**src/rtl/core/temporal_frame_reducer_core_assert.svh**
```systemverilog
// ----------------------------------------------------------------------------
// temporal frame reducer assertion macros
// Shared concurrent assertion forms, clocked on clk and held off by rst.
// ----------------------------------------------------------------------------
`ifndef TEMPORAL_FRAME_REDUCER_CORE_ASSERT_SVH
`define TEMPORAL_FRAME_REDUCER_CORE_ASSERT_SVH

// condition must never hold
`define TFR_ASSERT_NEVER(label, cond, msg) \
  label: assert property (@(posedge clk) disable iff (rst) !(cond)) else $error(msg);

// same-cycle implication
`define TFR_ASSERT_IMPL(label, ante, cons, msg) \
  label: assert property (@(posedge clk) disable iff (rst) (ante) |-> (cons)) else $error(msg);

// next-cycle implication
`define TFR_ASSERT_NEXT(label, ante, cons, msg) \
  label: assert property (@(posedge clk) disable iff (rst) (ante) |=> (cons)) else $error(msg);

`endif

```
**src/rtl/core/tfr_pkg.sv**
```systemverilog
// ----------------------------------------------------------------------------
// tfr_pkg
// Codes and shared types of the temporal frame reducer.
// ----------------------------------------------------------------------------
`default_nettype none

package tfr_pkg;

  // combining operations
  localparam logic [1:0] OP_ADD = 2'd0;
  localparam logic [1:0] OP_MUL = 2'd1;
  localparam logic [1:0] OP_MIN = 2'd2;
  localparam logic [1:0] OP_MAX = 2'd3;

  // read status codes
  localparam logic [1:0] ST_OK      = 2'd0;
  localparam logic [1:0] ST_NOFRAME = 2'd1;
  localparam logic [1:0] ST_PARTIAL = 2'd2;

  // configuration register indexes
  localparam logic REG_OP_SELECT   = 1'b0;
  localparam logic REG_FRAME_ELEMS = 1'b1;

  // field widths
  localparam int SAMPLE_W = 32;
  localparam int FE_W     = 13;
  localparam int RIDX_W   = 12;

  // output queue
  localparam int OUTQ_DEPTH = 4;
  localparam int OUTQ_PTR_W = 2;
  localparam int OUTQ_CNT_W = 3;

  typedef struct packed {
    logic signed [SAMPLE_W-1:0] value;
    logic [1:0]                 status;
  } tfr_res_t;

endpackage

`default_nettype wire

```
**src/rtl/core/tfr_combine.sv**
```systemverilog
// ----------------------------------------------------------------------------
// tfr_combine
// Two-stage combining unit: raw sum and product, then saturation and select.
// ----------------------------------------------------------------------------
`default_nettype none

module tfr_combine
  import tfr_pkg::*;
(
  input  wire logic                        clk,
  input  wire logic [1:0]                  op,
  input  wire logic                        load,
  input  wire logic signed [SAMPLE_W-1:0]  a,
  input  wire logic signed [SAMPLE_W-1:0]  b,
  output logic signed [SAMPLE_W-1:0]       res,
  output logic signed [SAMPLE_W-1:0]       stored
);

  logic signed [SAMPLE_W:0]     sum_q;
  logic signed [2*SAMPLE_W-1:0] prod_q;
  logic signed [SAMPLE_W-1:0]   a_q;
  logic signed [SAMPLE_W-1:0]   b_q;
  logic                         load_q;
  logic signed [2*SAMPLE_W-1:0] prod_sh;
  logic signed [SAMPLE_W-1:0]   sum_sat;
  logic signed [SAMPLE_W-1:0]   mul_sat;
  logic signed [SAMPLE_W-1:0]   max_pos;
  logic signed [SAMPLE_W-1:0]   max_neg;

  assign max_pos = {1'b0, {(SAMPLE_W-1){1'b1}}};
  assign max_neg = {1'b1, {(SAMPLE_W-1){1'b0}}};

  // first stage: exact sum and product
  always_ff @(posedge clk) begin
    sum_q  <= {a[SAMPLE_W-1], a} + {b[SAMPLE_W-1], b};
    prod_q <= a * b;
    a_q    <= a;
    b_q    <= b;
    load_q <= load;
  end

  // floor shift of the product
  assign prod_sh = prod_q >>> 16;

  // saturation
  always_comb begin
    if (sum_q[SAMPLE_W] != sum_q[SAMPLE_W-1]) begin
      sum_sat = sum_q[SAMPLE_W] ? max_neg : max_pos;
    end else begin
      sum_sat = sum_q[SAMPLE_W-1:0];
    end
    if (prod_sh[2*SAMPLE_W-1:SAMPLE_W-1] != {(SAMPLE_W+1){prod_sh[2*SAMPLE_W-1]}}) begin
      mul_sat = prod_sh[2*SAMPLE_W-1] ? max_neg : max_pos;
    end else begin
      mul_sat = prod_sh[SAMPLE_W-1:0];
    end
  end

  // operation select, first frame passes the sample
  always_comb begin
    if (load_q) begin
      res = b_q;
    end else begin
      case (op)
        OP_ADD:  res = sum_sat;
        OP_MUL:  res = mul_sat;
        OP_MIN:  res = (a_q < b_q) ? a_q : b_q;
        OP_MAX:  res = (a_q > b_q) ? a_q : b_q;
        default: res = sum_sat;
      endcase
    end
  end

  assign stored = a_q;

endmodule

`default_nettype wire

```
**config.mk**
```make
export PLATFORM = sky130hd
export DESIGN_NAME = tfr_combine
export DESIGN_NICKNAME = d
export VERILOG_FILES = /design/src/rtl/core/temporal_frame_reducer_core_assert.svh /design/src/rtl/core/tfr_pkg.sv /design/src/rtl/core/tfr_combine.sv
export SDC_FILE = /design/constraint.sdc
export NUM_CORES = 2
export LEC_CHECK = 0
export BUFFER_PORTS_ARGS = -buffer_cell sky130_fd_sc_hd__buf_2
export CORE_UTILIZATION = 25
export CTS_CLUSTER_SIZE = 40
export DETAILED_ROUTE_END_ITERATION = 8
export SYNTH_ARGS = -nofsm -noshare
export SYNTH_HDL_FRONTEND = slang
export SYNTH_SLANG_ARGS = --single-unit
```
**constraint.sdc**
```tcl
create_clock -name clk -period 20.1 [get_ports clk]
set_input_delay 6.03 -clock clk [delete_from_list [all_inputs] [get_ports clk]]
set_output_delay 6.03 -clock clk [all_outputs]
set_load 0.02 [all_outputs]
```
**Word level (Yosys, flattened, before mapping)**

Cells that the tools add are included.

- Magnitude comparators: 2
- Muxes and demuxes: 8
- Multiply operators: 1
- Reduce and logical (&&, ||, !) cells: 1
- Add/sub/neg operators: 1
- Equal/unequal tests: 5

Operators with widths:

| operator | number |
|---|---|
| $mux 32 | 7 |
| $pmux 32 s4 | 1 |
| $mul 32x32->64 | 1 |
| $add 32x32->33 | 1 |
| $gt 32x32->1 | 1 |
| $lt 32x32->1 | 1 |
| $ne 16x16->1 | 1 |
| $eq 2x2->1 const B | 2 |
| $eq 2x1->1 const B | 1 |
| $logic_not 2->1 | 1 |
| $ne 1x1->1 | 1 |

- Logic and storage cells: 23
- Bits in registers: 162

**Logic depth before layout (Yosys ltp)**

- Depth in word-level cells: 4
- Gate-level depth with buffers: 30
- Depth with buffers taken out: 29

**Least setup slack after synthesis**

Ideal clock, no wire load.

- Path type: input-to-output
- Start: input port op[1]
- End: output port res[10]
- Arrival: 7.681 ns
- Stages on the path: 5
- Buffers on the path: 2
- Required time: 14.070 ns
- Slack: 6.389 ns
- Path through: clkbuf_1 > nor2b_1 > clkbuf_1 > a211oi_2 > a311oi_1

- Longest elaborated chain between the ends: 3

Ends and longest elaborated chain:

| element | RTL line | source |
|---|---|---|
| start: declaration | tfr_combine.sv:11 | `input wire logic [1:0] op,` |
| $eq 2x2->1, or another cell as far along | tfr_combine.sv:64 | `case (op)` |
| $pmux 32 s4 (*) | tfr_combine.sv:64 |  |
| $mux 32 (*) | tfr_combine.sv:61 | `if (load_q) begin` |
| end: declaration | tfr_combine.sv:15 | `output logic signed [SAMPLE_W-1:0] res,` |

Every way passes the cells marked *; elsewhere a longest branch is shown, timed or not.

**Worst setup path in the final report**

- Start: input port op[1]
- End: output port res[14]

The elaborated chain is that of the path after synthesis.

==> impl_metrics.py <==
metrics = {
    "run_status": {
        "outcome": "finished clean",
    },
    "drt": {
        "dr.pass1.iters": 5,
        "drc_errors": 0,
        "ant_nets": 0,
        "via_per_inst": 4.636,
        "routed_wl_mm": 136.1,
        "wl_per_cell_um": 19.74,
        "drt_iter0_drc": 2507,
        "route.vias.total": 31950,
    },
    "sta": {
        "post-route-period-util": 0.7233,
        "whs_ns": 5.671,
        "period_needed_ns": 14.54,
        "slew_viol_final": 0,
        "hold_viol": 0,
        "relSlewSlack": 0.2165,
        "tightest_slew_ns": 1.175,
        "fmax_mhz": 68.78,
        "fin_setup_tns_ns": 0,
        "setup_viol": 0,
        "rsz0062_at_grt": "false",
    },
    "clock_network": {
        "cts_tree": "yes",
        "cts_resized": 0,
        "cts_root_buf": "clkbuf_16",
        "holdBufCountCts": 0,
        "postCtsSetupBuffers": 0,
        "cts_buffers": 17,
        "cts_max_path_buffers": 2,
        "clock_sinks": 146,
        "cts_max_level": 4,
        "clk_pin_slew_ns": 0.08,
    },
    "global_route": {
        "grt_pass1_vias": 35090,
        "antenna_found_initial": 22,
        "grt_max_degree": 64,
        "grt.overflow.total": 0,
        "grt_pass1_wl_mm": 211.8,
        "grt_use_total": 0.1593,
    },
    "yosys": {
        "synth_top_flop_cell": "dfxtp_1",
        "synth_cells": 4598,
        "yosys_warnings": 0,
        "avgSynthCellArea_um2": 9.386,
        "synth_area_mm2": 0.04316,
        "synthesis.nets": 5995,
        "synth_cell_types": 65,
        "synth_seq_cells": 146,
        "synth_edf_count": 0,
        "async_flop_share": 0,
        "seq_area_frac_synth": 0.06773,
    },
    "die": {
        "fp-row-count": 152,
        "die_x_um": 417.5,
        "die_y_um": 417.5,
        "io_pins": 132,
        "core_area_mm2": 0.1715,
        "die_area_mm2": 0.1743,
        "initial_core_util": 0.2516,
    },
    "cells_and_area": {
        "syn_to_final_growth_pct": 8.538,
        "finalNetCount": 5961,
        "layout_common_cells": "fa_1 (1,082), inv_1 (1,075), nand2_1 (542)",
        "regArea_mm2": 0.002927,
        "fillerInstances": 18360,
        "layout-drive-gt1-share": 0.06620,
        "final_common_cell": "fa_1",
        "multi_input_area_mm2": 0.03526,
    },
    "worst_setup_path": {
        "cp_data_arrival_time_ns": 8.51,
        "worstSetupPathType": "in2out",
        "critPathMostFrequentCell": "buf_2",
        "required_ns": 14.07,
        "end_kind": "primary output",
        "max_stage_delay_ns": 1.03,
        "cp-start-kind": "primary input",
        "critPathMaxFanout": 63,
        "critPathSlowestCell": "and2_2",
        "crit_chain": "buf_2 > and2_2 > nand3_1 > a311oi_1 > buf_2",
    },
    "job": {
        "drv_cap": 0,
    },
    "placement": {
        "place_hpwl_mm": 101.3,
        "portBuffers": 131,
        "place.gp.congestion": 0.9001,
    },
    "worst_hold_path": {
        "hp-class": "in2reg",
    },
}
## layer usage
| metal | routed length, um | vias up | GRT usage |
|---|---|---|---|
| met5 | 34 | - | 0 |
| met4 | 6461 | 4 | 0.06606 |
| met3 | 8422 | 328 | 0.01976 |
| met2 | 68690 | 1300 | 0.2812 |
| met1 | 52490 | 16800 | 0.1952 |
| li1 | - | 13520 | - |
## worst max-delay path: cells and delay by family
family | cells | cell delay, ns
buffers and inverters | 2 | 0.83
AND/OR/NAND/NOR | 2 | 1.18
AO/OA/AOI/OAI | 1 | 0.45
## kinds of logic after synthesis
family	share of synthesized area
AO/OA/AOI/OAI	0.06143
XOR/XNOR	0.01867
AND/OR/NAND/NOR	0.1515
flip-flops	0.06773
adder cells (fa/ha/maj)	0.5735
buffers and inverters	0.1156
multiplexers	0.01148
## Yosys cell counts, drive strengths merged (2+ instances only)
master,n,area share
o31ai,4,0.00070
nor3,16,0.0021
nor2b,66,0.0096
clkbuf,231,0.020
o21bai,6,0.0010
inv,1075,0.093
nand2,542,0.047
xnor2,62,0.013
nand3b,2,0.00035
o2111ai,2,0.00041
or2,2,0.00029
fa,1082,0.50
nand4,19,0.0028
a21oi,115,0.013
a311oi,33,0.0067
ha,247,0.072
mux2,32,0.011
nand3,83,0.0096
o21a,9,0.0016
nor4,3,0.00043
and4,6,0.0012
o21ai,50,0.0059
buf,13,0.0020
a21boi,3,0.00052
and3,4,0.00058
xor2,30,0.0061
a221oi,2,0.00055
o31a,3,0.00061
a2111oi,2,0.00055
nand2b,15,0.0022
nor2,66,0.0058
o211ai,3,0.00052
a31oi,14,0.0020
a211o,4,0.00081
a21o,45,0.0078
nor3b,2,0.00035
a211oi,69,0.015
a31o,4,0.00081
and2,474,0.069
dfxtp,146,0.068
## path summary, 6_finish.rpt
kind                  startpoint             end  cells past startpoint
worst max-delay path       op[1]         res[14]                      5
worst min-delay path        load  load_q$_DFF_P_                      1
## registers in the layout, indices dropped and copies added (netlist names)
signal / count
load_q: 1
stored: 32
prod_q: 48
sum_q: 33
b_q: 32
## cell type report
| class | count | area share |
|---|---|---|
| multi-input cells | 3133 | 0.7528 |
| inverters | 1075 | 0.08614 |
| clock buffers | 19 | 0.009696 |
| flip-flops and latches | 146 | 0.06248 |
| well taps | 2310 | 0.06170 |
| diodes | 6 | 0.0003205 |
| clock inverters | 13 | 0.003259 |
| repair buffers | 191 | 0.02361 |
## through the flow
step | setup slack (ns) | cell area (um^2) | cells | util
floorplan | 6.389 | 43160 | 4598 | -
detailed placement | 5.396 | 46220 | 6855 | 0.2694
global route | 5.372 | 46830 | 6890 | 0.2730
CTS | 5.694 | 46830 | 6887 | 0.2730
finish | 5.561 | 46840 | 6893 | 0.2731
global placement | 5.556 | 46220 | 6855 | 0.2694
Power is left out: the tool's default activity adds up to more than one toggle a clock period on the data nets, which glitch-free logic cannot reach.
