<file path="src/rtl/core/temporal_frame_reducer_core_assert.svh">
// ----------------------------------------------------------------------------
// temporal frame reducer assertion macros
// Shared concurrent assertion forms, clocked on clk and held off by rst.
// ----------------------------------------------------------------------------
`ifndef TEMPORAL_FRAME_REDUCER_CORE_ASSERT_SVH
`define TEMPORAL_FRAME_REDUCER_CORE_ASSERT_SVH

// condition must never hold
`define TFR_ASSERT_NEVER(label, cond, msg) \
  label: assert property (@(posedge clk) disable iff (rst) !(cond)) else $error(msg);

// same-cycle implication
`define TFR_ASSERT_IMPL(label, ante, cons, msg) \
  label: assert property (@(posedge clk) disable iff (rst) (ante) |-> (cons)) else $error(msg);

// next-cycle implication
`define TFR_ASSERT_NEXT(label, ante, cons, msg) \
  label: assert property (@(posedge clk) disable iff (rst) (ante) |=> (cons)) else $error(msg);

`endif

</file>
<file path="src/rtl/core/tfr_pkg.sv">
// ----------------------------------------------------------------------------
// tfr_pkg
// Codes and shared types of the temporal frame reducer.
// ----------------------------------------------------------------------------
`default_nettype none

package tfr_pkg;

  // combining operations
  localparam logic [1:0] OP_ADD = 2'd0;
  localparam logic [1:0] OP_MUL = 2'd1;
  localparam logic [1:0] OP_MIN = 2'd2;
  localparam logic [1:0] OP_MAX = 2'd3;

  // read status codes
  localparam logic [1:0] ST_OK      = 2'd0;
  localparam logic [1:0] ST_NOFRAME = 2'd1;
  localparam logic [1:0] ST_PARTIAL = 2'd2;

  // configuration register indexes
  localparam logic REG_OP_SELECT   = 1'b0;
  localparam logic REG_FRAME_ELEMS = 1'b1;

  // field widths
  localparam int SAMPLE_W = 32;
  localparam int FE_W     = 13;
  localparam int RIDX_W   = 12;

  // output queue
  localparam int OUTQ_DEPTH = 4;
  localparam int OUTQ_PTR_W = 2;
  localparam int OUTQ_CNT_W = 3;

  typedef struct packed {
    logic signed [SAMPLE_W-1:0] value;
    logic [1:0]                 status;
  } tfr_res_t;

endpackage

`default_nettype wire

</file>
<file path="src/rtl/core/tfr_outq.sv">
// ----------------------------------------------------------------------------
// tfr_outq
// Small result queue that decouples the pipeline from the output stall.
// ----------------------------------------------------------------------------
`default_nettype none

`include "temporal_frame_reducer_core_assert.svh"

module tfr_outq
  import tfr_pkg::*;
(
  input  wire logic                  clk,
  input  wire logic                  rst,
  input  wire logic                  push,
  input  wire tfr_res_t              din,
  input  wire logic                  pop,
  output tfr_res_t                   dout,
  output logic                       nonempty,
  output logic [OUTQ_CNT_W-1:0]      count
);

  tfr_res_t                entries [OUTQ_DEPTH];
  logic [OUTQ_PTR_W-1:0]   wptr;
  logic [OUTQ_PTR_W-1:0]   rptr;
  logic [OUTQ_CNT_W-1:0]   count_next;

  // entry storage
  always_ff @(posedge clk) begin
    if (push) begin
      entries[wptr] <= din;
    end
  end

  always_comb begin
    count_next = count;
    if (push && !pop) begin
      count_next = count + OUTQ_CNT_W'(1);
    end else if (pop && !push) begin
      count_next = count - OUTQ_CNT_W'(1);
    end
  end

  // pointers and fill level
  always_ff @(posedge clk) begin
    if (rst) begin
      wptr  <= '0;
      rptr  <= '0;
      count <= '0;
    end else begin
      if (push) begin
        wptr <= wptr + OUTQ_PTR_W'(1);
      end
      if (pop) begin
        rptr <= rptr + OUTQ_PTR_W'(1);
      end
      count <= count_next;
    end
  end

  assign dout     = entries[rptr];
  assign nonempty = (count != '0);

  `TFR_ASSERT_NEVER(a_outq_overflow, push && !pop && (count == OUTQ_CNT_W'(OUTQ_DEPTH)), "result queue overflow")
  `TFR_ASSERT_NEXT(a_outq_push_seen, push && !pop, count != '0, "pushed item missing from queue")

endmodule

`default_nettype wire

</file>
<file path="config.mk">
export PLATFORM = sky130hd
export DESIGN_NAME = tfr_outq
export DESIGN_NICKNAME = d
export VERILOG_FILES = /design/src/rtl/core/tfr_pkg.sv /design/src/rtl/core/tfr_outq.sv
export VERILOG_INCLUDE_DIRS = /design/src /design/src/rtl/core
export SDC_FILE = /design/constraint.sdc
export NUM_CORES = 1
export LEC_CHECK = 0
export ABC_AREA = 1
export BUFFER_PORTS_ARGS = -buffer_cell sky130_fd_sc_hd__buf_2
export CELL_PAD_IN_SITES_DETAIL_PLACEMENT = 0
export CELL_PAD_IN_SITES_GLOBAL_PLACEMENT = 1
export CORE_MARGIN = 4
export CORE_UTILIZATION = 49
export CTS_CLUSTER_SIZE = 8
export DETAILED_ROUTE_END_ITERATION = 6
export MAX_ROUTING_LAYER = met4
export PLACE_DENSITY_LB_ADDON = 0.1
export SLEW_MARGIN = 20
export SYNTH_ARGS = -nofsm -noshare
export SYNTH_HDL_FRONTEND = slang
export SYNTH_SLANG_ARGS = --single-unit
</file>
<file path="constraint.sdc">
create_clock -name clk -period 3.5 [get_ports clk]
set_input_delay 0.35 -clock clk [delete_from_list [all_inputs] [get_ports clk]]
set_output_delay 0.35 -clock clk [all_outputs]
set_load 0.01 [all_outputs]
</file>
* After elaboration in Yosys (flattened, before gate mapping)
Memories as Yosys holds them, arrays and structs flattened. A register that Yosys moved wholly into a read port is not among the register bits.
Cells that the tools add are included.
** Operators by class
- Mux-type cells :: 6
- $add $sub $neg :: 4
- Reductions and logical operators :: 6
** Operators by type and width (count)
- $mux 3 :: 2
- $add 2x1->2 const B :: 2
- $mux 2 :: 2
- $add 3x1->3 const B :: 1
- $reduce_bool 3->1 :: 1
- $sub 3x1->3 const B :: 1
- $logic_and 1x1->1 :: 2
- $logic_not 1->1 :: 2
- $mux 1 :: 2
- $reduce_bool 2->1 :: 1
** Word-level totals
- Memories :: 1
- Input port bits :: 38
- Output and inout bits :: 38
- Memory bits (writable) :: 136
- Word-level logic and storage cells :: 20
- Bits in registers :: 7
** Memories
- entries :: depth 4, bits a word 34, read ports 1, clocked after Yosys merged registers in 1, wr ports 1, RTL line tfr_outq.sv:22 : tfr_res_t entries [OUTQ_DEPTH];

* Logic depth before layout (Yosys ltp)
Gate-level depths: netlist of run 1.
- Depth after elaboration :: 4
- Gate-level depth with buffers :: 10
- Mapped depth without buffers :: 10

* Worst setup path after synthesis of run 1
No wires, ideal clock.
- Kind :: register to register
- From :: reg wptr[0]
- To :: mem entries[2][0] in the netlist's numbering (enable)
- Setup slack :: 1851 ps
- Arrival :: 1260 ps
- Path buffers :: 0
- Stages on the path, launching flop included :: 5
- Data required time :: 3111 ps
- Period minus slack after synthesis :: 1649 ps
- Library setup time :: 389 ps
- Path through :: dfxtp_1 inv_1 ha_1 nand2_1 inv_1
** RTL lines
- from (decl) :: RTL line tfr_outq.sv:23 : logic [OUTQ_PTR_W-1:0] wptr;
- from (signal assigned) :: RTL line tfr_outq.sv:51 : wptr <= wptr + OUTQ_PTR_W'(1);
- to (decl) :: RTL line tfr_outq.sv:22
No word-level cell before the write port.

==> flow_metrics.env, run 1 <==
export IMPL_crit_path_max_fanout=36
export IMPL_io_buffers=75
export IMPL_path_class="flop to primary output"
export IMPL_hp_class="primary input to flop"
export IMPL_hold_buffers=0
export IMPL_ys_seq_elements=145
export IMPL_seqPwrFrac=0.478
export IMPL_max_cap_violations=0
export IMPL_netlist_instances=388
export IMPL_slew_headroom=0.422
export IMPL_initial_utilization=0.501
export IMPL_cts_resized=0
export IMPL_wl_per_cell_um=17.6
export IMPL_timing_final_crit_share=0.727
export IMPL_die_width_um=116
export IMPL_grt_pass1_vias=3257
export IMPL_drt_iter0_markers=185
export IMPL_final_cell_mix="edfxtp_1, buf_2, o21ai_0, nor2_1"
export IMPL_yosysSeqAreaShare=0.749
export IMPL_clk_latency_ns=0.42
export IMPL_rsz0062_at_grt="false"
export IMPL_cts_clk_slew_worst_paths_ns=0.06
export IMPL_grt_pass1_wl_um=16800
export IMPL_p_switching_mw=0.919
export IMPL_avgSynthCellArea_um2=14.7
export IMPL_grt_start_max_net_pins=69
export IMPL_reg2reg_depth=4
export IMPL_dieArea_um2=13400
export IMPL_slew_violations=0
export IMPL_cp_end_kind="primary output"
export IMPL_num_io_pins=76
export IMPL_fmax_mhz=393
export IMPL_setup_tns_ns=0
export IMPL_p_int_mw=3.29
export IMPL_min_period_ns=2.54
export IMPL_utilization=0.589
export IMPL_final_common_cell="edfxtp_1"
export IMPL_r2r_end="entries[2][21]$_DFFE_PP_"
export IMPL_cp_endpoint="dout[4]"
export IMPL_worst_slew_pin_slew_ns=0.865
export IMPL_numCtsBuffers=17
export IMPL_coreArea_um2=11400
export IMPL_ir_drop_v=0.000342
export IMPL_setup_viol=0
export IMPL_dp_hpwl_um=5970
export IMPL_p_comb_frac=0.086
export IMPL_drt_pass1_iter_count=4
export IMPL_synth_distinct_cells=22
export IMPL_vias=3300
export IMPL_startpoint_type="flop"
export IMPL_p_per_area_nw_per_um2=628
export IMPL_drive_above_1_share=0.317
export IMPL_cts_root_buf="clkbuf_16"
export IMPL_syn_nets=432
export IMPL_cts_tree="built"
export IMPL_outcome="complete, no violations"
export IMPL_pwr_share_clk=0.437
export IMPL_leakage_nw=2.41
export IMPL_wl_um=10900
export IMPL_htreeDepth=4
export IMPL_grt_usage=0.176
export IMPL_hold_viol=0
export IMPL_area_growth_pct=17.7
export IMPL_viasPerCell=5.32
export IMPL_switching_share=0.218
export IMPL_yosys_warnings=0
export IMPL_cts_buffer_depth=2
export IMPL_grt_overflow_total=0
export IMPL_total_power_mw=4.21
export IMPL_postCtsSetupBuffers=0
export IMPL_num_nets_final=507
export IMPL_dieHeight_um=116
export IMPL_drtAntennaViolNets=0
export IMPL_pre_cts_ws_ns=1.34
export IMPL_place_congestion=0.729
export IMPL_clkSinkCount=145
export IMPL_crit_arrival_ns=2.19
export IMPL_finalWorstSetupSlack_ns=0.956
export IMPL_row_count=39
export IMPL_r2r_start="wptr[0]$_SDFFE_PP0P_"
export IMPL_fillers=909
export IMPL_antenna_found_initial=1
export IMPL_drc=0
export IMPL_syn_cell_area_um2=5690
export IMPL_cp_required_ns=3.15
export IMPL_fin_skew_ns=0.00733
export IMPL_r2r_slack_ns=1.83
==> Yosys cell counts <==
| library cell | count | area share |
|---|---|---|
| edfxtp_1 | 136 | 0.72 |
| o21ai_0 | 69 | 0.061 |
| nor2_1 | 54 | 0.036 |
| nor2_2 | 20 | 0.022 |
| o22ai_2 | 20 | 0.044 |
| inv_1 | 16 | 0.011 |
| o22ai_1 | 14 | 0.015 |
| buf_2 | 12 | 0.011 |
| nand2_1 | 10 | 0.0066 |
| dfxtp_1 | 9 | 0.032 |
| ha_1 | 5 | 0.011 |
| o21ai_1 | 5 | 0.0044 |
| a21oi_1 | 4 | 0.0035 |
| buf_12 | 3 | 0.011 |
| buf_4 | 2 | 0.0026 |
| buf_6 | 2 | 0.0040 |
| clkbuf_2 | 2 | 0.0018 |
| fa_1 | 1 | 0.0035 |
| inv_2 | 1 | 0.00066 |
| inv_6 | 1 | 0.0015 |
| nand3_1 | 1 | 0.00088 |
| nand4_1 | 1 | 0.0011 |
==> layout make-up <==
type | instances | area (µm²) | share of cell area
inverter | 18 | 72.6 | 0.0108
tap | 143 | 179 | 0.0267
antenna | 1 | 2.50 | 0.000374
timing repair buffer | 77 | 390 | 0.0583
multi-input combinational | 204 | 1190 | 0.177
sequential | 145 | 4270 | 0.637
clock inverter | 12 | 165 | 0.0247
clock buffer | 20 | 437 | 0.0652
==> power by group through the flow <==
| stage | registers [mW] | clock network [mW] | logic (mW) |
|---|---|---|---|
| floorplan | 2.04 | 0 | 0.238 |
| global placement | 2.04 | 0 | 0.361 |
| detailed placement | 2.05 | 0 | 0.367 |
| CTS | 2.01 | 1.86 | 0.368 |
| global route | 2.02 | 1.95 | 0.402 |
| finish | 2.01 | 1.84 | 0.360 |
==> flip-flops by register name, indices dropped and copies added, names as in the netlist, named ones only <==
name	cells
count	3
entries	136
wptr	2
rptr	2
==> worst max-delay path, cell delays in order (launching register included) <==
cell	delay (ns)
dfxtp_2	0.78
buf_4	0.45
o21ai_0	0.18
o22ai_2	0.20
buf_2	0.16
==> metrics by stage <==
| step | std cells | hold WS, ns | area, µm² |
|---|---|---|---|
| after global placement | 587 | 0.432 | 6090 |
| after detailed placement | 587 | 0.436 | 6090 |
| after CTS | 619 | 0.141 | 6700 |
| after floorplan | 388 | 0.412 | 5690 |
| final | 620 | 0.144 | 6700 |
| after global routing | 620 | 0.144 | 6700 |
==> metal layers <==
layer / up-vias / global-route usage / share of wire
li1: 1585 / - / -
met1: 1609 / 0.218 / 0.44
met2: 91 / 0.277 / 0.49
met3: 15 / 0.0413 / 0.047
met4: 0 / 0.0828 / 0.020
met5: - / - / 0
==> kinds of logic (layout without fill, tap and decap cells) <==
logic type | count (synthesis) | count (layout) | synth area share
flip-flops | 145 | 145 | 0.749
AO/OA/AOI/OAI | 112 | 112 | 0.128
AND/OR/NAND/NOR | 86 | 86 | 0.0662
buffers and inverters | 39 | 127 | 0.0422
adder cells (fa/ha/maj) | 6 | 6 | 0.0145
other | 0 | 1 | 0
==> worst min path at each step <==
| stage | from | to | slack, ns | cells past startpoint |
|---|---|---|---|---|
| 5_1_grt | din[11] | entries[3][11]$_DFFE_PP_ | 0.14 | 1 |
| 2_1_floorplan | rptr[1]$_SDFFE_PP0P_ | flop | 0.41 | 1 |
| 6_report | din[1] | entries[0][1]$_DFFE_PP_ | 0.14 | 1 |
| 4_1_cts | din[1] | entries[0][1]$_DFFE_PP_ | 0.14 | 1 |
| 3_5_place_dp | rptr[1]$_SDFFE_PP0P_ | rptr[1]$_SDFFE_PP0P_ | 0.44 | 1 |
| 3_3_place_gp | rptr[1]$_SDFFE_PP0P_ | rptr[1]$_SDFFE_PP0P_ | 0.43 | 1 |
No activity file was read; power rests on OpenSTA's default activity.
==> run 2: changes to the inputs <==
--- a/config.mk
+++ b/config.mk
@@ -6,12 +6,12 @@
 export SDC_FILE = /design/constraint.sdc
 export NUM_CORES = 1
 export LEC_CHECK = 0
-export ABC_AREA = 1
+export ABC_AREA = 0
 export BUFFER_PORTS_ARGS = -buffer_cell sky130_fd_sc_hd__buf_2
 export CELL_PAD_IN_SITES_DETAIL_PLACEMENT = 0
 export CELL_PAD_IN_SITES_GLOBAL_PLACEMENT = 1
 export CORE_MARGIN = 4
-export CORE_UTILIZATION = 49
+export CORE_UTILIZATION = 45
 export CTS_CLUSTER_SIZE = 8
 export DETAILED_ROUTE_END_ITERATION = 6
 export MAX_ROUTING_LAYER = met4
==> constraint.sdc (replaced) <==
create_clock -name clk -period 2.08 [get_ports clk]
set_input_delay 0.208 -clock clk [delete_from_list [all_inputs] [get_ports clk]]
set_output_delay 0.208 -clock clk [all_outputs]
set_load 0.01 [all_outputs]
==> flow_metrics.env, run 2 <==
export IMPL_outcome="complete, no violations"
export IMPL_vias=2492
export IMPL_slew_violations=0
export IMPL_cp_end_kind="primary output"
export IMPL_r2r_start="wptr[0]$_SDFFE_PP0P_"
export IMPL_dieArea_um2=13800
export IMPL_synth_area_leader_cell="edfxtp_1"
export IMPL_setup_tns_ns=0
export IMPL_cts_root_buf="clkbuf_16"
export IMPL_drt_pass1_iter_count=4
export IMPL_grt_pass1_vias=2654
export IMPL_cts_buffer_depth=2
export IMPL_setup_viol=0
export IMPL_timing_final_crit_share=0.916
export IMPL_path_cells="buf_4 > mux4_1 > buf_2"
export IMPL_p_comb_frac=0.099
export IMPL_hp_start="din[7]"
export IMPL_viasPerCell=5.04
export IMPL_largest_reg_flops=136
export IMPL_yosys_top_cells_count="edfxtp_1, mux4_2, dfxtp_1"
export IMPL_whs_ns=0.0159
export IMPL_reg2reg_depth=3
export IMPL_grt_start_max_net_pins=35
export IMPL_drive_above_1_share=0.427
export IMPL_htreeDepth=4
export IMPL_ys_top_cells_by_area="edfxtp_1, mux4_2, dfxtp_1"
export IMPL_yosysSeqAreaShare=0.793
export IMPL_worst_path_buf_inv=2
export IMPL_drc=0
export IMPL_drtAntennaViolNets=0
export IMPL_max_cap_violations=0
export IMPL_num_io_pins=76
export IMPL_ir_drop_v=0.000591
export IMPL_syn_nets=265
export IMPL_grt_pass1_wl_um=14700
export IMPL_diodes=0
export IMPL_crit_path_max_fanout=6
export IMPL_cts_tree="built"
export IMPL_fmax_mhz=525
export IMPL_slew_headroom=0.361
export IMPL_dieHeight_um=117
export IMPL_p_switching_mw=1.46
export IMPL_dp_hpwl_um=5500
export IMPL_path_class="flop to primary output"
export IMPL_rsz0062_at_grt="false"
export IMPL_synth_edf_count=136
export IMPL_r2r_slack_ns=0.36
export IMPL_hold_viol=0
export IMPL_top_register="entries"
export IMPL_async_reset_ff_frac=0
export IMPL_p_per_area_nw_per_um2=1020
export IMPL_grt_usage=0.147
export IMPL_netlist_instances=221
export IMPL_pwr_share_clk=0.408
export IMPL_cp_slowest_cell="mux4_1"
export IMPL_r2r_end="entries[2][31]$_DFFE_PP_"
export IMPL_switching_share=0.213
export IMPL_slowest_delay_ns=0.55
export IMPL_clk_latency_ns=0.42
export IMPL_fin_skew_ns=0.0105
export IMPL_die_width_um=117
export IMPL_placed_cell_area_um2=5950
export IMPL_io_buffers=75
export IMPL_avgSynthCellArea_um2=24.3
export IMPL_initial_utilization=0.465
export IMPL_synth_ff_type="edfxtp_1"
export IMPL_final_common_cell="edfxtp_1"
export IMPL_row_count=39
export IMPL_worst_slew_pin_slew_ns=0.958
export IMPL_cp_required_ns=1.87
export IMPL_p_int_mw=5.43
export IMPL_grt_overflow_total=0
export IMPL_clkSinkCount=145
export IMPL_place_congestion=0.651
export IMPL_whs_endpoint="entries[3][7]$_DFFE_PP_"
export IMPL_antenna_found_initial=0
export IMPL_yosys_warnings=0
export IMPL_leakage_nw=2.38
export IMPL_numCtsBuffers=17
export IMPL_fillers=857
export IMPL_coreArea_um2=11600
export IMPL_post_synth_top_count_cell="edfxtp_1"
export IMPL_hp_class="primary input to flop"
export IMPL_drt_iter0_markers=126
export IMPL_crit_arrival_ns=1.70
export IMPL_cts_clk_slew_worst_paths_ns=0.06
export IMPL_final_cell_mix="edfxtp_1, buf_2, mux4_2, dlygate4sd3_1, clkbuf_16"
export IMPL_synth_top_area_share=0.759
export IMPL_syn_cell_area_um2=5380
export IMPL_worstHoldPathCells=1
export IMPL_wl_per_cell_um=18.5
export IMPL_cp_top_family="multiplexers"
export IMPL_fin_area_um2=6730
export IMPL_num_nets_final=384
export IMPL_ys_seq_elements=145
export IMPL_area_growth_pct=25.2
export IMPL_seqPwrFrac=0.493
export IMPL_startpoint_type="flop"
export IMPL_synth_distinct_cells=20
export IMPL_min_period_ns=1.91
export IMPL_reg_top3="entries (136), count (3)"
export IMPL_wl_um=9120
==> run 2: changes by cell type after synthesis, sizes merged, moves of 4 or more <==
| cell | delta |
|---|---|
| o22ai | -34 |
| o21ai | -73 |
| inv | -14 |
| nor2 | -67 |
| nand2 | -9 |
| and2 | +4 |
| mux4 | +34 |
| buf | -12 |
==> run 2: metrics by stage <==
step / instances / total power, mW / utilization / setup slack, ns
floorplan: 221 / 3.86 / - / 0.309
global placement: 440 / 4.12 / 0.514 / 0.302
detailed placement: 440 / 4.12 / 0.514 / 0.316
CTS: 492 / 6.98 / 0.581 / 0.0320
global route: 494 / 7.18 / 0.582 / 0.0778
finish: 494 / 6.89 / 0.582 / 0.175
==> run 2: timing repair <==
item	4_1_cts	5_1_grt
hold buffers	22	1
buffers inserted	0	1
cloned	0	0
endpoints found under the setup margin	27	4
hold endpoints to repair	87	3
gates resized for setup	1	0
==> run 2: logic make-up (layout without fill, tap and decap cells) <==
kind of cell | Yosys count | in the layout | synth area share
xor+xnor | 5 | 5 | 0.00814
simple gates | 14 | 14 | 0.0126
buf+inv | 13 | 143 | 0.0202
fa+ha+maj | 6 | 6 | 0.0154
compound gates | 2 | 2 | 0.00186
flops | 145 | 145 | 0.793
mux | 36 | 36 | 0.149
==> run 2: routing by layer <==
metal	GRT usage	up-vias	wire length (µm)
met5	-	-	0
met4	0.0638	0	129
met3	0.0525	10	339
met2	0.220	58	4530
met1	0.184	1270	4130
li1	-	1154	-
==> run 2: area by class of cell <==
cell class / count / area [µm²] / area share
Sequential cell: 145 / 4270 / 0.634
Multi-Input combinational cell: 63 / 1010 / 0.150
Timing Repair Buffer: 109 / 713 / 0.106
Clock buffer: 18 / 429 / 0.0637
Tap cell: 143 / 179 / 0.0266
Clock inverter: 12 / 119 / 0.0177
Inverter: 4 / 15.0 / 0.00223
==> run 2: how the worst max path moves through the flow <==
stage	end	depth (start not counted)
after floorplan	entries[2][0]$_DFFE_PP_	3
after CTS	dout[32]	3
final	dout[25]	3
after global routing	dout[25]	3
after detailed placement	entries[2][19]$_DFFE_PP_	3
after global placement	entries[2][18]$_DFFE_PP_	3
==> run 2: power groups by stage <==
stage / Sequential [mW] / Clock (mW) / Combinational (mW)
4_1_cts: 3.40 / 2.88 / 0.695
3_5_place_dp: 3.46 / 0 / 0.660
3_3_place_gp: 3.46 / 0 / 0.658
2_1_floorplan: 3.45 / 0 / 0.408
5_1_grt: 3.41 / 3.02 / 0.752
6_report: 3.39 / 2.81 / 0.684
==> run 3: changes to the inputs <==
--- a/config.mk
+++ b/config.mk
@@ -14,6 +14,7 @@
 export CORE_UTILIZATION = 45
 export CTS_CLUSTER_SIZE = 8
 export DETAILED_ROUTE_END_ITERATION = 6
+export GPL_TIMING_DRIVEN = 0
 export MAX_ROUTING_LAYER = met4
 export PLACE_DENSITY_LB_ADDON = 0.1
 export SLEW_MARGIN = 20
==> flow_metrics.env, run 3 (same netlist as run 2, synthesis figures left out) <==
export IMPL_max_cap_violations=0
export IMPL_ir_drop_v=0.000619
export IMPL_drive_above_1_share=0.440
export IMPL_dpl_cell_count=442
export IMPL_drc=0
export IMPL_wl_met2_um=4530
export IMPL_top_layer_used="met4"
export IMPL_reg_top3="entries (136), count (3)"
export IMPL_startpoint_type="flop"
export IMPL_final_seq_area_um2=4260
export IMPL_finalWorstSetupSlack_ns=0.0764
export IMPL_hold_viol=0
export IMPL_dieArea_um2=13800
export IMPL_slew_violations=0
export IMPL_grt_usage=0.144
export IMPL_numCtsBuffers=17
export IMPL_p_per_area_nw_per_um2=1050
export IMPL_num_nets_final=363
export IMPL_cts_root_buf="clkbuf_16"
export IMPL_r2r_start="wptr[0]$_SDFFE_PP0P_"
export IMPL_fmax_mhz=499
export IMPL_place_congestion=0.679
export IMPL_leakage_nw=2.33
export IMPL_final_cell_mix="edfxtp_1, buf_2, mux4_2, clkbuf_16, dfxtp_1"
export IMPL_crit_arrival_ns=1.80
export IMPL_clk_latency_ns=0.40
export IMPL_crit_path_max_fanout=10
export IMPL_grt_overflow_total=0
export IMPL_fin_area_um2=6630
export IMPL_grt_pass1_wl_um=14400
export IMPL_placed_cell_area_um2=6030
export IMPL_outcome="complete, no violations"
export IMPL_min_period_ns=2.00
export IMPL_drt_iter0_markers=151
export IMPL_io_buffers=74
export IMPL_setup_viol=0
export IMPL_largest_reg_flops=136
export IMPL_dp_hpwl_um=5720
export IMPL_row_count=39
export IMPL_dieHeight_um=117
export IMPL_coreArea_um2=11600
export IMPL_vias=2431
export IMPL_path_class="flop to primary output"
export IMPL_wl_um=8940
export IMPL_clkSinkCount=145
export IMPL_utilization=0.573
export IMPL_slew_headroom=0.620
export IMPL_multi_input_area_um2=1010
export IMPL_antenna_found_initial=0
export IMPL_area_growth_pct=23.3
export IMPL_die_width_um=117
export IMPL_grt_pass1_vias=2674
export IMPL_fin_skew_ns=0.00695
export IMPL_initial_utilization=0.465
export IMPL_cp_end_kind="primary output"
export IMPL_top_register="entries"
export IMPL_viasPerCell=5.12
export IMPL_cts_tree="built"
export IMPL_rsz0062_at_grt="true"
export IMPL_timing_final_crit_share=0.963
export IMPL_num_io_pins=76
export IMPL_hp_class="primary input to flop"
export IMPL_final_common_cell="edfxtp_1"
export IMPL_instances_no_fill=475
export IMPL_worst_slew_pin_slew_ns=0.570
export IMPL_wl_per_cell_um=18.8
export IMPL_wl_met1_um=3890
export IMPL_cp_required_ns=1.87
export IMPL_hp_start="din[19]"
export IMPL_drt_pass1_iter_count=4
export IMPL_grt_start_max_net_pins=24
export IMPL_fillers=877
export IMPL_pre_cts_ws_ns=0.287
export IMPL_diodes=0
export IMPL_cts_clk_slew_worst_paths_ns=0.05
export IMPL_htreeDepth=4
export IMPL_drtAntennaViolNets=0
export IMPL_met3_length_um=381
export IMPL_postCtsSetupBuffers=0
export IMPL_cts_buffer_depth=2
export IMPL_total_power_mw=6.98
run 3: worst paths after layout:
kind                                                 end  slack [ns]  depth (start not counted)
worst max register to register  entries[2][16]$_DFFE_PP_        0.45                          4
worst max-delay path                            dout[17]        0.08                          3
worst min register to register     count[2]$_SDFFE_PP0P_        0.50                          2
worst min-delay path            entries[0][19]$_DFFE_PP_        0.02                          1
run 3: metrics by stage:
step | TNS (ns) | hold WS, ns
floorplan | 0 | 0.307
global placement | -47.82 | 0.421
detailed placement | 0 | 0.425
CTS | 0 | 0.000489
global route | -0.107 | 0.00228
finish | 0 | 0.0213
run 3: routing by layer:
| layer | GRT usage | vias to the layer above |
|---|---|---|
| li1 | - | 1121 |
| met1 | 0.178 | 1232 |
| met2 | 0.224 | 64 |
| met3 | 0.0428 | 14 |
| met4 | 0.0594 | 0 |
| met5 | - | - |
run 3: critical path, stage by stage, from the launching register on:
cell	delay, ns
dfxtp_1	0.51
buf_2	0.35
mux4_2	0.37
buf_2	0.16
run 3: report_power, final:
part	total [mW]	leakage (nW)	switching [mW]	internal [mW]
logic	0.681	0.722	0.344	0.337
registers	3.39	1.32	0.0450	3.35
clock network	2.91	0.283	1.05	1.86
run 3: cell type report:
class,instances,share of cell area
clock inverter,14,0.0221
tap,143,0.0270
multi-input combinational,63,0.152
sequential,145,0.643
timing repair buffer,80,0.0744
inverter,4,0.00227
clock buffer,18,0.0647
buffer,8,0.0140
run 3: repair_timing:
action                                  in CTS  in global routing
hold buffers                                 2                  0
hold endpoints to repair                     8                  0
endpoints found under the setup margin      30                 10
resized for setup                            1                  0
